--- src/mie_pkg.sv ---
// Shared types and constants for the MIPS integer execute unit.
// No dependencies; imported by mie_ram users and the top level.
package mie_pkg;

   localparam int DATA_W     = 32;
   localparam int REG_COUNT  = 32;
   localparam int REG_ADDR_W = $clog2(REG_COUNT);
   localparam logic [REG_ADDR_W-1:0] ITER_LAST = REG_ADDR_W'(DATA_W - 1);

   typedef enum logic [2:0] {
      ST_IDLE,
      ST_EXEC,
      ST_MUL,
      ST_DIV,
      ST_FIX,
      ST_DONE
   } state_type;

   // opcodes
   localparam logic [5:0] OP_SPECIAL = 6'd0;
   localparam logic [5:0] OP_BEQ     = 6'd4;
   localparam logic [5:0] OP_BNE     = 6'd5;
   localparam logic [5:0] OP_BLEZ    = 6'd6;
   localparam logic [5:0] OP_BGTZ    = 6'd7;
   localparam logic [5:0] OP_ADDI    = 6'd8;
   localparam logic [5:0] OP_ADDIU   = 6'd9;
   localparam logic [5:0] OP_SLTI    = 6'd10;
   localparam logic [5:0] OP_SLTIU   = 6'd11;
   localparam logic [5:0] OP_ANDI    = 6'd12;
   localparam logic [5:0] OP_ORI     = 6'd13;
   localparam logic [5:0] OP_XORI    = 6'd14;
   localparam logic [5:0] OP_LUI     = 6'd15;

   // funct codes for SPECIAL
   localparam logic [5:0] FN_SLL   = 6'd0;
   localparam logic [5:0] FN_SRL   = 6'd2;
   localparam logic [5:0] FN_SRA   = 6'd3;
   localparam logic [5:0] FN_SLLV  = 6'd4;
   localparam logic [5:0] FN_SRLV  = 6'd6;
   localparam logic [5:0] FN_SRAV  = 6'd7;
   localparam logic [5:0] FN_JR    = 6'd8;
   localparam logic [5:0] FN_JALR  = 6'd9;
   localparam logic [5:0] FN_MFHI  = 6'd16;
   localparam logic [5:0] FN_MFLO  = 6'd18;
   localparam logic [5:0] FN_MTLO  = 6'd19;
   localparam logic [5:0] FN_MULT  = 6'd24;
   localparam logic [5:0] FN_MULTU = 6'd25;
   localparam logic [5:0] FN_DIV   = 6'd26;
   localparam logic [5:0] FN_DIVU  = 6'd27;
   localparam logic [5:0] FN_ADD   = 6'd32;
   localparam logic [5:0] FN_ADDU  = 6'd33;
   localparam logic [5:0] FN_SUB   = 6'd34;
   localparam logic [5:0] FN_SUBU  = 6'd35;
   localparam logic [5:0] FN_AND   = 6'd36;
   localparam logic [5:0] FN_OR    = 6'd37;
   localparam logic [5:0] FN_XOR   = 6'd38;
   localparam logic [5:0] FN_NOR   = 6'd39;
   localparam logic [5:0] FN_SLT   = 6'd42;
   localparam logic [5:0] FN_SLTU  = 6'd43;

endpackage

--- src/mie_ram.sv ---
// Generic RAM: one write port, two read ports, registered read data.
// No dependencies.
module mie_ram #(
   parameter int WIDTH = 32,
   parameter int DEPTH = 32
) (
   input  logic                     clock,
   input  logic                     wr_en,
   input  logic [$clog2(DEPTH)-1:0] wr_addr,
   input  logic [WIDTH-1:0]         wr_data,
   input  logic [$clog2(DEPTH)-1:0] rd_addr_a,
   input  logic [$clog2(DEPTH)-1:0] rd_addr_b,
   output logic [WIDTH-1:0]         rd_data_a,
   output logic [WIDTH-1:0]         rd_data_b
);

   logic [WIDTH-1:0] mem_ff [DEPTH];

   always_ff @(posedge clock) begin
      if (wr_en) begin
         mem_ff[wr_addr] <= wr_data;
      end
      rd_data_a <= mem_ff[rd_addr_a];
      rd_data_b <= mem_ff[rd_addr_b];
   end

endmodule

--- src/mips_integer_execute_unit.sv ---
// MIPS-I integer execute unit: register file, HI/LO, sequencer and datapath.
// Depends on mie_pkg and mie_ram.
//
// Usage: one instruction word and its PC arrive on the req_ channel; one
// result transaction (next PC, redirect, register write, fault flags) leaves
// on the rsp_ channel. Both channels use valid/stall; a transaction moves on
// an edge with valid high and stall low.
// The block works on one instruction at a time and stalls req_ meanwhile.
// From acceptance to rsp_valid, ALU, shift, branch and jump instructions pass
// register read, execute and output load. mult/multu and div/divu run 32
// iterations of a shared 33-bit add/subtract unit, one bit a cycle, plus a
// sign fix step, before the output load. Division by zero skips the loop.
// A new instruction is accepted the cycle after its predecessor's result is
// loaded into the output register, even while that result is still stalled.
// A stalled rsp_ holds the result; a finished instruction waits in the
// sequencer until the output register is free.
// Reset (synchronous, active high) empties the output register, returns the
// sequencer to idle and clears HI, LO and the register file valid bits, so
// every register reads zero right away. Register zero always reads zero.
module mips_integer_execute_unit (
   input  logic                       clock,
   input  logic                       reset,
   input  logic                       req_valid,
   output logic                       req_stall,
   input  logic [31:0]                req_instr_word,
   input  logic [31:0]                req_pc_value,
   output logic                       rsp_valid,
   input  logic                       rsp_stall,
   output logic [31:0]                rsp_next_pc,
   output logic                       rsp_redirected,
   output logic                       rsp_reg_written,
   output logic [mie_pkg::REG_ADDR_W-1:0] rsp_dest_index,
   output logic [31:0]                rsp_dest_value,
   output logic                       rsp_overflow_fault,
   output logic                       rsp_unsupported_op
);
   import mie_pkg::*;

   state_type state_ff, state_in;

   logic [31:0] instr_ff, instr_in;
   logic [31:0] pc_ff, pc_in;
   logic [REG_COUNT-1:0] valid_ff, valid_in;
   logic [31:0] hi_ff, hi_in, lo_ff, lo_in;

   // iteration registers
   logic [31:0] acc_hi_ff, acc_hi_in, acc_lo_ff, acc_lo_in, opb_ff, opb_in;
   logic [REG_ADDR_W-1:0] cnt_ff, cnt_in;
   logic neg_lo_ff, neg_lo_in, neg_hi_ff, neg_hi_in, div_mode_ff, div_mode_in;

   // staged result
   logic [31:0] res_npc_ff, res_npc_in, res_dv_ff, res_dv_in;
   logic [REG_ADDR_W-1:0] res_di_ff, res_di_in;
   logic res_redir_ff, res_redir_in, res_wr_ff, res_wr_in;
   logic res_ovf_ff, res_ovf_in, res_bad_ff, res_bad_in;

   // output register
   logic rsp_valid_ff, rsp_valid_in;
   logic [31:0] out_npc_ff, out_npc_in, out_dv_ff, out_dv_in;
   logic [REG_ADDR_W-1:0] out_di_ff, out_di_in;
   logic out_redir_ff, out_redir_in, out_wr_ff, out_wr_in;
   logic out_ovf_ff, out_ovf_in, out_bad_ff, out_bad_in;

   logic req_take, out_free, ram_wr_en;
   logic [31:0] ram_q_a, ram_q_b;

   // decode
   logic [5:0] op, fn;
   logic [REG_ADDR_W-1:0] rs, rt, rd, sa;
   logic [15:0] imm;
   logic [31:0] a, b, seq, simm;
   logic is_mul, is_div;

   // shared add/subtract unit
   logic [32:0] add_x, add_y;
   logic        add_sub;
   logic [33:0] add_res;

   assign req_take  = req_valid && !req_stall;
   assign req_stall = (state_ff != ST_IDLE);
   assign out_free  = !rsp_valid_ff || !rsp_stall;
   assign ram_wr_en = (state_ff == ST_DONE) && out_free && res_wr_ff;

   mie_ram #(.WIDTH(DATA_W), .DEPTH(REG_COUNT)) u_regfile (
      .clock     (clock),
      .wr_en     (ram_wr_en),
      .wr_addr   (res_di_ff),
      .wr_data   (res_dv_ff),
      .rd_addr_a (req_instr_word[25:21]),
      .rd_addr_b (req_instr_word[20:16]),
      .rd_data_a (ram_q_a),
      .rd_data_b (ram_q_b)
   );

   assign op   = instr_ff[31:26];
   assign rs   = instr_ff[25:21];
   assign rt   = instr_ff[20:16];
   assign rd   = instr_ff[15:11];
   assign sa   = instr_ff[10:6];
   assign fn   = instr_ff[5:0];
   assign imm  = instr_ff[15:0];
   assign simm = {{16{imm[15]}}, imm};
   assign seq  = pc_ff + 32'd4;
   // entries never written since reset read as zero
   assign a = valid_ff[rs] ? ram_q_a : '0;
   assign b = valid_ff[rt] ? ram_q_b : '0;

   assign is_mul = (op == OP_SPECIAL) && (fn == FN_MULT || fn == FN_MULTU);
   assign is_div = (op == OP_SPECIAL) && (fn == FN_DIV || fn == FN_DIVU) && (b != '0);

   always_comb begin
      if (state_ff == ST_DIV) begin
         add_x   = {acc_hi_ff, acc_lo_ff[31]};
         add_y   = {1'b0, opb_ff};
         add_sub = 1'b1;
      end else begin
         add_x   = {1'b0, acc_hi_ff};
         add_y   = acc_lo_ff[0] ? {1'b0, opb_ff} : '0;
         add_sub = 1'b0;
      end
      add_res = add_sub ? ({1'b0, add_x} - {1'b0, add_y})
                        : ({1'b0, add_x} + {1'b0, add_y});
   end

   // next state
   always_comb begin
      state_in = state_ff;
      unique case (state_ff)
         ST_IDLE: if (req_take) state_in = ST_EXEC;
         ST_EXEC: begin
            if (is_mul)      state_in = ST_MUL;
            else if (is_div) state_in = ST_DIV;
            else             state_in = ST_DONE;
         end
         ST_MUL:  if (cnt_ff == ITER_LAST) state_in = ST_FIX;
         ST_DIV:  if (cnt_ff == ITER_LAST) state_in = ST_FIX;
         ST_FIX:  state_in = ST_DONE;
         ST_DONE: if (out_free) state_in = ST_IDLE;
         default: state_in = ST_IDLE;
      endcase
   end

   // datapath and outputs
   always_comb begin
      logic [31:0] npc, dv, r, ma, mb;
      logic        redir, wr, ovf, bad, take, sgn, na, nb;
      logic [REG_ADDR_W-1:0] di;
      logic [63:0] prod;

      instr_in = instr_ff;  pc_in = pc_ff;
      valid_in = valid_ff;  hi_in = hi_ff;  lo_in = lo_ff;
      acc_hi_in = acc_hi_ff; acc_lo_in = acc_lo_ff; opb_in = opb_ff;
      cnt_in = cnt_ff; neg_lo_in = neg_lo_ff; neg_hi_in = neg_hi_ff;
      div_mode_in = div_mode_ff;
      res_npc_in = res_npc_ff; res_dv_in = res_dv_ff; res_di_in = res_di_ff;
      res_redir_in = res_redir_ff; res_wr_in = res_wr_ff;
      res_ovf_in = res_ovf_ff; res_bad_in = res_bad_ff;
      out_npc_in = out_npc_ff; out_dv_in = out_dv_ff; out_di_in = out_di_ff;
      out_redir_in = out_redir_ff; out_wr_in = out_wr_ff;
      out_ovf_in = out_ovf_ff; out_bad_in = out_bad_ff;
      rsp_valid_in = rsp_valid_ff && rsp_stall;

      npc = seq; dv = '0; r = '0; redir = 1'b0; wr = 1'b0; ovf = 1'b0;
      bad = 1'b0; take = 1'b0; di = '0; prod = '0;
      sgn = (fn == FN_MULT) || (fn == FN_DIV);
      na = sgn && a[31];
      nb = sgn && b[31];
      ma = na ? (32'd0 - a) : a;
      mb = nb ? (32'd0 - b) : b;

      unique case (state_ff)
         ST_IDLE: begin
            if (req_take) begin
               instr_in = req_instr_word;
               pc_in    = req_pc_value;
            end
         end
         ST_EXEC: begin
            if (op == OP_SPECIAL) begin
               wr = 1'b1;
               di = rd;
               case (fn)
                  FN_SLL:  dv = b << sa;
                  FN_SRL:  dv = b >> sa;
                  FN_SRA:  dv = 32'($signed(b) >>> sa);
                  FN_SLLV: dv = b << a[4:0];
                  FN_SRLV: dv = b >> a[4:0];
                  FN_SRAV: dv = 32'($signed(b) >>> a[4:0]);
                  FN_JR: begin
                     wr = 1'b0; npc = a; redir = 1'b1;
                  end
                  FN_JALR: begin
                     dv = seq; npc = a; redir = 1'b1;
                  end
                  FN_MFHI: dv = hi_ff;
                  FN_MFLO: dv = lo_ff;
                  FN_MTLO: begin
                     wr = 1'b0; lo_in = a;
                  end
                  FN_MULT, FN_MULTU: begin
                     wr = 1'b0;
                     acc_hi_in = '0; acc_lo_in = mb; opb_in = ma;
                     neg_lo_in = na ^ nb; div_mode_in = 1'b0; cnt_in = '0;
                  end
                  FN_DIV, FN_DIVU: begin
                     wr = 1'b0;
                     acc_hi_in = '0; acc_lo_in = ma; opb_in = mb;
                     neg_lo_in = na ^ nb; neg_hi_in = na;
                     div_mode_in = 1'b1; cnt_in = '0;
                  end
                  FN_ADD: begin
                     r = a + b;
                     if (((a ^ r) & (b ^ r) & 32'h8000_0000) != '0) begin
                        ovf = 1'b1; wr = 1'b0;
                     end else dv = r;
                  end
                  FN_SUB: begin
                     r = a - b;
                     if (((a ^ b) & (a ^ r) & 32'h8000_0000) != '0) begin
                        ovf = 1'b1; wr = 1'b0;
                     end else dv = r;
                  end
                  FN_ADDU: dv = a + b;
                  FN_SUBU: dv = a - b;
                  FN_AND:  dv = a & b;
                  FN_OR:   dv = a | b;
                  FN_XOR:  dv = a ^ b;
                  FN_NOR:  dv = ~(a | b);
                  FN_SLT:  dv = {31'd0, $signed(a) < $signed(b)};
                  FN_SLTU: dv = {31'd0, a < b};
                  default: begin
                     wr = 1'b0; bad = 1'b1;
                  end
               endcase
            end else begin
               di = rt;
               case (op)
                  OP_BEQ:  take = (a == b);
                  OP_BNE:  take = (a != b);
                  OP_BLEZ: take = (a == '0) || a[31];
                  OP_BGTZ: take = (a != '0) && !a[31];
                  OP_ADDI: begin
                     r = a + simm;
                     if (((a ^ r) & (simm ^ r) & 32'h8000_0000) != '0) ovf = 1'b1;
                     else begin
                        wr = 1'b1; dv = r;
                     end
                  end
                  OP_ADDIU: begin wr = 1'b1; dv = a + simm; end
                  OP_SLTI:  begin wr = 1'b1; dv = {31'd0, $signed(a) < $signed(simm)}; end
                  OP_SLTIU: begin wr = 1'b1; dv = {31'd0, a < simm}; end
                  OP_ANDI:  begin wr = 1'b1; dv = a & {16'd0, imm}; end
                  OP_ORI:   begin wr = 1'b1; dv = a | {16'd0, imm}; end
                  OP_XORI:  begin wr = 1'b1; dv = a ^ {16'd0, imm}; end
                  OP_LUI:   begin wr = 1'b1; dv = {imm, 16'd0}; end
                  default:  bad = 1'b1;
               endcase
               if (take) begin
                  npc = seq + {simm[29:0], 2'b00};
                  redir = 1'b1;
               end
            end
            // writes to register zero are dropped and reported as none
            if (!wr || di == '0) begin
               wr = 1'b0; di = '0; dv = '0;
            end
            res_npc_in = npc; res_redir_in = redir; res_wr_in = wr;
            res_di_in = di; res_dv_in = dv; res_ovf_in = ovf; res_bad_in = bad;
         end
         ST_MUL: begin
            acc_hi_in = add_res[32:1];
            acc_lo_in = {add_res[0], acc_lo_ff[31:1]};
            cnt_in    = cnt_ff + 1'b1;
         end
         ST_DIV: begin
            if (!add_res[33]) begin
               acc_hi_in = add_res[31:0];
               acc_lo_in = {acc_lo_ff[30:0], 1'b1};
            end else begin
               acc_hi_in = add_x[31:0];
               acc_lo_in = {acc_lo_ff[30:0], 1'b0};
            end
            cnt_in = cnt_ff + 1'b1;
         end
         ST_FIX: begin
            if (div_mode_ff) begin
               lo_in = neg_lo_ff ? (32'd0 - acc_lo_ff) : acc_lo_ff;
               hi_in = neg_hi_ff ? (32'd0 - acc_hi_ff) : acc_hi_ff;
            end else begin
               prod = neg_lo_ff ? (64'd0 - {acc_hi_ff, acc_lo_ff})
                                : {acc_hi_ff, acc_lo_ff};
               hi_in = prod[63:32];
               lo_in = prod[31:0];
            end
         end
         ST_DONE: begin
            if (out_free) begin
               rsp_valid_in = 1'b1;
               out_npc_in = res_npc_ff; out_redir_in = res_redir_ff;
               out_wr_in = res_wr_ff; out_di_in = res_di_ff; out_dv_in = res_dv_ff;
               out_ovf_in = res_ovf_ff; out_bad_in = res_bad_ff;
               if (res_wr_ff) valid_in[res_di_ff] = 1'b1;
            end
         end
         default: ;
      endcase
   end

   always_ff @(posedge clock) begin
      if (reset) begin
         state_ff     <= ST_IDLE;
         rsp_valid_ff <= 1'b0;
         valid_ff     <= '0;
         hi_ff        <= '0;
         lo_ff        <= '0;
      end else begin
         state_ff     <= state_in;
         rsp_valid_ff <= rsp_valid_in;
         valid_ff     <= valid_in;
         hi_ff        <= hi_in;
         lo_ff        <= lo_in;
      end
   end

   always_ff @(posedge clock) begin
      instr_ff <= instr_in;  pc_ff <= pc_in;
      acc_hi_ff <= acc_hi_in; acc_lo_ff <= acc_lo_in; opb_ff <= opb_in;
      cnt_ff <= cnt_in; neg_lo_ff <= neg_lo_in; neg_hi_ff <= neg_hi_in;
      div_mode_ff <= div_mode_in;
      res_npc_ff <= res_npc_in; res_dv_ff <= res_dv_in; res_di_ff <= res_di_in;
      res_redir_ff <= res_redir_in; res_wr_ff <= res_wr_in;
      res_ovf_ff <= res_ovf_in; res_bad_ff <= res_bad_in;
      out_npc_ff <= out_npc_in; out_dv_ff <= out_dv_in; out_di_ff <= out_di_in;
      out_redir_ff <= out_redir_in; out_wr_ff <= out_wr_in;
      out_ovf_ff <= out_ovf_in; out_bad_ff <= out_bad_in;
   end

   assign rsp_valid          = rsp_valid_ff;
   assign rsp_next_pc        = out_npc_ff;
   assign rsp_redirected     = out_redir_ff;
   assign rsp_reg_written    = out_wr_ff;
   assign rsp_dest_index     = out_di_ff;
   assign rsp_dest_value     = out_dv_ff;
   assign rsp_overflow_fault = out_ovf_ff;
   assign rsp_unsupported_op = out_bad_ff;

   a_take_to_exec: assert property (@(posedge clock) disable iff (reset)
      req_take |=> state_ff == ST_EXEC)
      else $error("accepted transaction did not enter execute");

   a_no_r0_write: assert property (@(posedge clock) disable iff (reset)
      ram_wr_en |-> res_di_ff != '0)
      else $error("register zero written");

   a_r0_invalid: assert property (@(posedge clock) disable iff (reset)
      !valid_ff[0])
      else $error("register zero marked valid");

   a_fault_no_write: assert property (@(posedge clock) disable iff (reset)
      rsp_valid && (rsp_overflow_fault || rsp_unsupported_op) |-> !rsp_reg_written)
      else $error("faulting instruction reported a write");

endmodule

--- config.mk ---
export PLATFORM = sky130hd
export DESIGN_NAME = mips_integer_execute_unit
export DESIGN_NICKNAME = d
export VERILOG_FILES = /design/src/mie_pkg.sv /design/src/mie_ram.sv /design/src/mips_integer_execute_unit.sv
export SDC_FILE = /design/constraint.sdc
export NUM_CORES = 2
export LEC_CHECK = 0
export BUFFER_PORTS_ARGS = -buffer_cell sky130_fd_sc_hd__buf_2
export CELL_PAD_IN_SITES_DETAIL_PLACEMENT = 0
export CELL_PAD_IN_SITES_GLOBAL_PLACEMENT = 1
export CORE_MARGIN = 2
export CORE_UTILIZATION = 52
export CTS_BUF_LIST = sky130_fd_sc_hd__clkbuf_16
export DETAILED_ROUTE_END_ITERATION = 8
export GPL_TIMING_DRIVEN = 1
export MAX_ROUTING_LAYER = met4
export PLACE_DENSITY_LB_ADDON = 0.1
export SETUP_SLACK_MARGIN = 0.3
export SLEW_MARGIN = 10
export SYNTH_ARGS = -nofsm -noshare
export SYNTH_HDL_FRONTEND = slang
export SYNTH_HIERARCHICAL = 1
export SYNTH_SLANG_ARGS = --single-unit
--- constraint.sdc ---
create_clock -name clock -period 12.05 [get_ports clock]
set_input_delay 1.8075 -clock clock [delete_from_list [all_inputs] [get_ports clock]]
set_output_delay 1.8075 -clock clock [all_outputs]
set_load 0.01 [all_outputs]
# After elaboration in Yosys (flattened, before gate mapping)
# Memory sizes are Yosys's and may differ from the RTL's. A register that Yosys moved wholly into a read port is not among the register bits.
# Cells that the tools add are included.
[totals]
ramBits = 1024
memories = 1
output_inout_bits = 75
register_bits = 414
[op_classes]
shift = 6
reduce_logical = 54
muxes = 79
order_cmp = 8
bitwise = 17
n_addsub = 13
n_eq_ne = 51
[mem_list]
columns = ["memory", "words", "width", "rd", "rd_clocked_by_memory_dff", "write_ports", "line", "source"]
rows = [
  ["u_regfile.mem_ff", 32, 32, 2, 2, 1, "mie_ram.sv:17", "logic [WIDTH-1:0] mem_ff [DEPTH];"],
]
[ops]
columns = ["operator", "n"]
rows = [
  ["2-to-1 mux 32 bit", 23],
  ["case mux 32 bit (19 select lines)", 1],
  ["case mux 32 bit (8 select lines)", 1],
  ["case mux 32 bit (2 select lines)", 3],
  ["case mux 32 bit (3 select lines)", 2],
  ["XOR 32 bit", 6],
  ["AND 32 bit", 4],
  ["subtractor 1 x 32 -> 32 bit (first input constant)", 4],
  ["adder 32 bit", 3],
  ["less-than comparator 32 bit", 3],
  ["2-to-1 mux 64 bit", 1],
  ["OR 32 bit", 2],
  ["nonzero test 32 bit", 2],
  ["<< shifter 32 x 5 -> 32 bit", 2],
  [">> shifter 32 x 5 -> 32 bit", 2],
  [">>> shifter 32 x 5 -> 32 bit", 2],
  ["subtractor 1 x 64 -> 64 bit (first input constant)", 1],
  ["== test 6 x 4 -> 1 bit (second input constant)", 10],
  ["== test 6 bit (second input constant)", 10],
  ["== test 6 x 3 -> 1 bit (second input constant)", 7],
  ["== test 6 x 5 -> 1 bit (second input constant)", 7],
  ["adder 33 x 33 -> 34 bit", 1],
  ["2-to-1 mux 34 bit", 1],
  ["subtractor 33 x 33 -> 34 bit", 1],
  ["other kinds (49)", 129],
]

# Longest topological paths before layout
[depth]
ltp_word = 12
mapped_depth = 30
ltp_nobuf = 24

# Hierarchy
# The synthesis kept the hierarchy.
[by_module_without_submodules]
columns = ["module", "n_inst", "cells_each", "area_each_um2"]
rows = [
  ["mie_ram", 1, 3450, 50041.7],
  ["mips_integer_execute_unit", 1, 4991, 40328.7],
]

# Worst setup path before layout
# No wires, ideal clock.
[synth_timing]
kind = "reg-to-reg"
start = "register state_ff[0]"
end = "register acc_hi_ff[0], enable pin"
required_ps = 11621
stages_incl_launch_ff = 6
synth_period_minus_slack_ps = 8869
path_slack_ps = 3181
arrival_time_ps = 8440
path_cell_list = "dfxtp_1 clkbuf_1 clkinv_1 nor3_1 nand4_1 nand2_1"
[synth_via]
elab_chain_cells = 3
word_cells_on_any_way = 7
cone_classes = "eq/ne: 5; reduce/logical: 2"
[synth_lines]
columns = ["item", "line", "source"]
rows = [
  ["start: declaration", "mips_integer_execute_unit.sv:39", "state_type state_ff, state_in;"],
  ["start signal: assignment", "mips_integer_execute_unit.sv:317", "state_ff <= state_in;"],
  ["== test 3 x 1 -> 1 bit / == test 3 x 2 -> 1 bit (equally long branches)", "mips_integer_execute_unit.sv:171", "unique case (state_ff)"],
  ["inequality test 2 bit (no line) / nonzero test 3 bit (equally long branches)", "--", ""],
  ["AND reduction 3 bit (no line) *", "--", ""],
  ["end signal: assignment", "mips_integer_execute_unit.sv:327", "acc_hi_ff <= acc_hi_in; acc_lo_ff <= acc_lo_in; opb_ff <= opb_in;"],
  ["end: declaration", "mips_integer_execute_unit.sv:47", "logic [31:0] acc_hi_ff, acc_hi_in, acc_lo_ff, acc_lo_in, opb_ff, opb_in;"],
]
# Every way passes the cells marked *; elsewhere a longest branch is shown, timed or not.
# A chain may end at the register's enable or synchronous reset.

# Worst setup path after layout
[layout_timing]
start = "register instr_ff[17]"
end = "register res_dv_ff[23] (data pin)"
[layout_via]
elab_chain_cells = 12
word_cells_on_any_way = 34
cone_classes = "add/sub: 2; shift: 6; mux: 14; bitwise: 9; reduce/logical: 3"
[layout_lines]
columns = ["item", "line", "source"]
rows = [
  ["start: declaration", "mips_integer_execute_unit.sv:41", "logic [31:0] instr_ff, instr_in;"],
  ["start signal: assignment", "mips_integer_execute_unit.sv:326", "instr_ff <= instr_in; pc_ff <= pc_in;"],
  ["binary-select mux 1 bit (select 5 bit)", "mips_integer_execute_unit.sv:106", "assign b = valid_ff[rt] ? ram_q_b : '0;"],
  ["2-to-1 mux 1 bit (not written as such)", "mips_integer_execute_unit.sv:106", ""],
  ["2-to-1 mux 32 bit", "mips_integer_execute_unit.sv:106", ""],
  ["subtractor 32 bit / adder 32 bit (equally long branches)", "--", ""],
  ["XOR 32 bit, on equally long branches", "mips_integer_execute_unit.sv:219, mips_integer_execute_unit.sv:213", ""],
  ["AND 32 bit, on equally long branches", "mips_integer_execute_unit.sv:219, mips_integer_execute_unit.sv:213", ""],
  ["2-to-1 mux 1 bit, on equally long branches", "mips_integer_execute_unit.sv:219, mips_integer_execute_unit.sv:213", ""],
  ["case mux 1 bit (3 select lines)", "mips_integer_execute_unit.sv:182", "case (fn)"],
  ["2-to-1 mux 1 bit", "mips_integer_execute_unit.sv:179", "if (op == OP_SPECIAL) begin"],
  ["2-to-1 mux 1 bit", "mips_integer_execute_unit.sv:171", ""],
  ["zero test 1 bit", "mips_integer_execute_unit.sv:264", "if (!wr || di == '0) begin"],
  ["logical OR 1 bit", "mips_integer_execute_unit.sv:264", ""],
  ["end signal: assignment", "mips_integer_execute_unit.sv:330", "res_npc_ff <= res_npc_in; res_dv_ff <= res_dv_in; res_di_ff <= res_di_in;"],
  ["end: declaration", "mips_integer_execute_unit.sv:52", "logic [31:0] res_npc_ff, res_npc_in, res_dv_ff, res_dv_in;"],
]
# Several ways; a longest one is shown, not always the timed one. The select of a mux whose other input is x is not followed.

==> results.toml <==
[run_status]
status = "finished, violations left"
violated_checks = "max-capacitance violations, max-slew violations"

[sta]
finalClockSkew_ns = 0.0605
report.final.slew_viol_count = 1
hold_violations = 0
slew-limit-headroom_pct = -0.570
worst_max_slew_pin_slew_ns = 1.47
rsz_0062_raised_after_global_routing = "false"
period_needed_ns = 8.36
setup_total_negative_slack_ns = 0
maxClockFrequency_mhz = 120
worst_slack_ns = 3.69
setup_viol = 0
fin_worst_hold_slack_ns = 0.417
final.period_utilization_pct = 69.4

[clock_tree]
clk_transition_reported_paths_ns = 0.06
ctsResizeCount = 0
number_of_clock_sinks = 1502
cts.hold.buffers_added = 0
post-cts-setup-buffer-count = 0
cts-root-to-sink-buffers = 3
tritoncts = "done"
clock_tree.htree_level_count = 4
clock_latency_ns = 0.86
cts-buffers-inserted = 161
clk_root_buffer_cell = "sky130_fd_sc_hd__clkbuf_16"

[yosys]
synthAdderAreaFrac_pct = 3.75
yosys-mux-area-fraction_pct = 14.3
xor_and_xnor_area_share_after_synthesis_pct = 2.74
synthDominantCellAreaShare_pct = 44.5
synth_enable_flop_cells = 1338
synth_top_family_by_area = "compound AO/OA/AOI/OAI gates"
synth_cell_type_count = 106
synth-compound-area-share_pct = 16.2
syn_avg_cell_area_um2 = 10.7
asyncSetResetFlopFracSynth_pct = 0
netlist_top_cells_area = "sky130_fd_sc_hd__edfxtp_1, sky130_fd_sc_hd__mux2i_1, sky130_fd_sc_hd__ha_1"
syn_inst = 8441
syn-cell-area_um2 = 90400
synth.yosys.warnings = 6
yosys_register_bits = 1502
post_synthesis_sequential_area_ratio_pct = 48.1
synthesis.nets = 8777
synth_top_cell_by_area = "sky130_fd_sc_hd__edfxtp_1"
synth_simple_gate_area_share_pct = 10.8
primary_ff_master_synth = "sky130_fd_sc_hd__edfxtp_1"

[floorplan]
die_footprint_um2 = 177000
rows = 153
fp.dieW_um = 421
chipHeight_um = 421
effective_utilization_at_floorplan_pct = 52.2
core_footprint_um2 = 173000
top_level_ports = 143

[placed_design]
placed_cells = 10579
detailedPlace.worstSlack_ns = 4.03
port_buffers = 142
dp_hpwl_mm = 273
gp_congestion = 1.15

[power_and_ir_drop]
peakVddDrop_v = 0.000139
cellPowerDensity_nw_per_um2 = 139
p_leak_nw = 37.6

[layout]
finish.cell_count_without_fillers = 10911
final_layout_size_suffix_gt1_share_pct = 9.36
fillerInstances = 14484
design.final.nets = 8758
area_delta_synth_final_pct = 9.59
fin_util_pct = 57.2

[critical_path]
ff2ff_path_depth = 19
crit_path_max_fanout = 40
critical_path_launch_point = "instr_ff[17]"
timing.critical_path.from_type = "register"
worst-endpoint-required_ns = 12.60
slack_of_the_worst_reg_to_reg_path_ns = 3.69
critPathKind = "reg -> reg"
r2r_start = "instr_ff[17]"
arrival_ns = 8.91
setup_crit_end_kind = "register"
timing.rr.end = "res_dv_ff[23]"

[global_route]
groute.usage.overall_pct = 45.2
number_of_antenna_violations_at_the_first_check_in_global_routing = 29
via_count_of_the_first_global_routing_pass = 71812
grt_start_max_net_pins = 132
total_global_routing_overflow = 0
grt_first_pass_wirelength_mm = 548

[worst_hold_path]
min_path_type = "reg -> reg"
min_delay_path_depth = 0
hold_path.startpoint = "res_npc_ff[5]"
min_delay_worst_endpoint = "rsp_next_pc[5]"

[routing]
residual_drc_count = 0
drt-pass1-iter-count = 8
routedWlPerCell_um = 36.5
postRouteWirelength_mm = 398
detail_route.iter0.violations = 11563
viasPerCell = 7.05
vias = 76916
antenna_left = 0

[flow_run]
cap_viol_max_count = 1
-- final cells by class --
| cell class | count | area, um^2 | area share (%) |
|---|---|---|---|
| antenna | 25 | 62.6 | 0.0632 |
| clock buffer | 164 | 4100 | 4.14 |
| clock inverter | 138 | 1250 | 1.26 |
| inverter | 195 | 732 | 0.739 |
| multi-input combinational | 6162 | 43700 | 44.2 |
| sequential | 1502 | 43500 | 43.9 |
| tap | 2325 | 2910 | 2.94 |
| timing repair buffer | 400 | 2770 | 2.79 |
-- synth_stat cells (all sizes together) (14+ instances only) --
library cell     n
or4             18
a31o            16
or3             57
a222oi          41
ha             263
o31ai           49
nor2           500
a21oi          641
buf            282
xor2            70
nor2b           41
a22oi          285
dfxtp          164
o21bai          32
and2            26
nor3b           15
and3            32
a21o            49
nor4            37
o22ai          103
xnor2          213
a211oi          84
a221oi          47
edfxtp        1338
clkbuf         300
nand2b          46
nand2          779
nand3          295
a31oi          130
a2111oi         18
a211o           14
o41ai           16
o21ai          251
a32oi           16
or2             22
o21a            33
mux2i         1285
inv            191
nand4           40
o211ai          94
nor3           186
a22o           141
-- critical path: stages (launching register included) --
cell,delay [ns]
sky130_fd_sc_hd__edfxtp_1,1.02
sky130_fd_sc_hd__mux2i_1,0.17
sky130_fd_sc_hd__a22oi_1,0.21
sky130_fd_sc_hd__nand3b_1,0.10
sky130_fd_sc_hd__a21boi_1,0.58
sky130_fd_sc_hd__or2_4,0.70
sky130_fd_sc_hd__buf_4,0.48
sky130_fd_sc_hd__nand2_1,0.23
sky130_fd_sc_hd__ha_1,0.62
sky130_fd_sc_hd__a21oi_1,0.11
sky130_fd_sc_hd__o21ai_0,0.43
sky130_fd_sc_hd__o211a_1,0.40
sky130_fd_sc_hd__nor2_1,0.10
sky130_fd_sc_hd__o311ai_2,0.51
sky130_fd_sc_hd__mux2_2,0.59
sky130_fd_sc_hd__or4_1,0.46
sky130_fd_sc_hd__nor2_1,0.17
sky130_fd_sc_hd__or3_4,0.51
sky130_fd_sc_hd__nor2_2,0.21
sky130_fd_sc_hd__a221o_1,0.35
-- where the power goes --
group          internal, W  total [W]  switching (W)
sequential         0.00581    0.00598       0.000171
clock              0.00282    0.00504        0.00221
combinational     0.000780    0.00273        0.00195
-- how the worst max path moves through the flow --
stage                         end
global route        res_dv_ff[13]
finish              res_dv_ff[23]
CTS                 res_dv_ff[23]
floorplan            acc_hi_ff[0]
detailed placement   res_dv_ff[0]
global placement     res_dv_ff[2]
-- sequential cells by signal, summed over array words and instances (netlist names), 32 cells and up --
signal / count
opb_ff: 32
acc_hi_ff: 32
res_dv_ff: 32
res_npc_ff: 32
rsp_next_pc: 32
acc_lo_ff: 32
u_regfile/rd_data_a: 32
u_regfile/mem_ff: 1024
valid_ff: 32
lo_ff: 32
hi_ff: 32
pc_ff: 32
instr_ff: 32
u_regfile/rd_data_b: 32
rsp_dest_value: 32
-- metal layers --
metal | vias to the layer above | GRT usage, % | routed length [um]
li1 | 32194 | - | -
met1 | 37858 | 54.5 | 145000
met2 | 5458 | 67.0 | 175000
met3 | 1406 | 10.1 | 42700
met4 | 0 | 32.8 | 35400
met5 | - | - | 0
-- cell families after synthesis --
family                     after synthesis
AOI/OAI and AO/OA                     2183
and+or+nand+nor                       2135
DFF                                   1502
muxes                                 1293
buffers and inverters                  777
xor gates and xnor gates               283
adders and majority gates              268
-- layout by cell type (no fill, tap or decap), types with 34 or more instances in the layout --
master                      instances
sky130_fd_sc_hd__a22o_1           141
sky130_fd_sc_hd__a31oi_1          123
sky130_fd_sc_hd__a222oi_1          41
sky130_fd_sc_hd__o31ai_1           49
sky130_fd_sc_hd__xor2_1            70
sky130_fd_sc_hd__nor2_1           460
sky130_fd_sc_hd__nand4_1           39
sky130_fd_sc_hd__nor3_1           176
sky130_fd_sc_hd__or3_1             55
sky130_fd_sc_hd__nand3_1          293
sky130_fd_sc_hd__o22ai_1          103
sky130_fd_sc_hd__nor2b_1           36
sky130_fd_sc_hd__nor2_4            35
sky130_fd_sc_hd__o211ai_1          93
sky130_fd_sc_hd__edfxtp_1        1338
sky130_fd_sc_hd__buf_2            140
sky130_fd_sc_hd__a21o_1            49
sky130_fd_sc_hd__mux2i_1         1285
sky130_fd_sc_hd__a22oi_1          284
sky130_fd_sc_hd__clkbuf_16        164
sky130_fd_sc_hd__o21ai_0          235
sky130_fd_sc_hd__ha_1             263
sky130_fd_sc_hd__buf_4            249
sky130_fd_sc_hd__a211oi_1          83
sky130_fd_sc_hd__dfxtp_1          163
sky130_fd_sc_hd__xnor2_1          213
sky130_fd_sc_hd__a221oi_1          47
sky130_fd_sc_hd__inv_1            216
sky130_fd_sc_hd__a21oi_1          639
sky130_fd_sc_hd__nand2_1          775
sky130_fd_sc_hd__nor4_1            34
sky130_fd_sc_hd__clkinv_1          44
sky130_fd_sc_hd__nand2b_1          41
-- per-stage QoR --
| stage | power (W) | cell area [um^2] |
|---|---|---|
| 2_1_floorplan | 0.00754 | 90400 |
| 3_3_place_gp | 0.00866 | 93600 |
| 3_5_place_dp | 0.00865 | 93600 |
| 4_1_cts | 0.0136 | 98900 |
| 5_1_grt | 0.0140 | 99000 |
| 6_report | 0.0137 | 99000 |
Power figures use the tool's default switching activity.
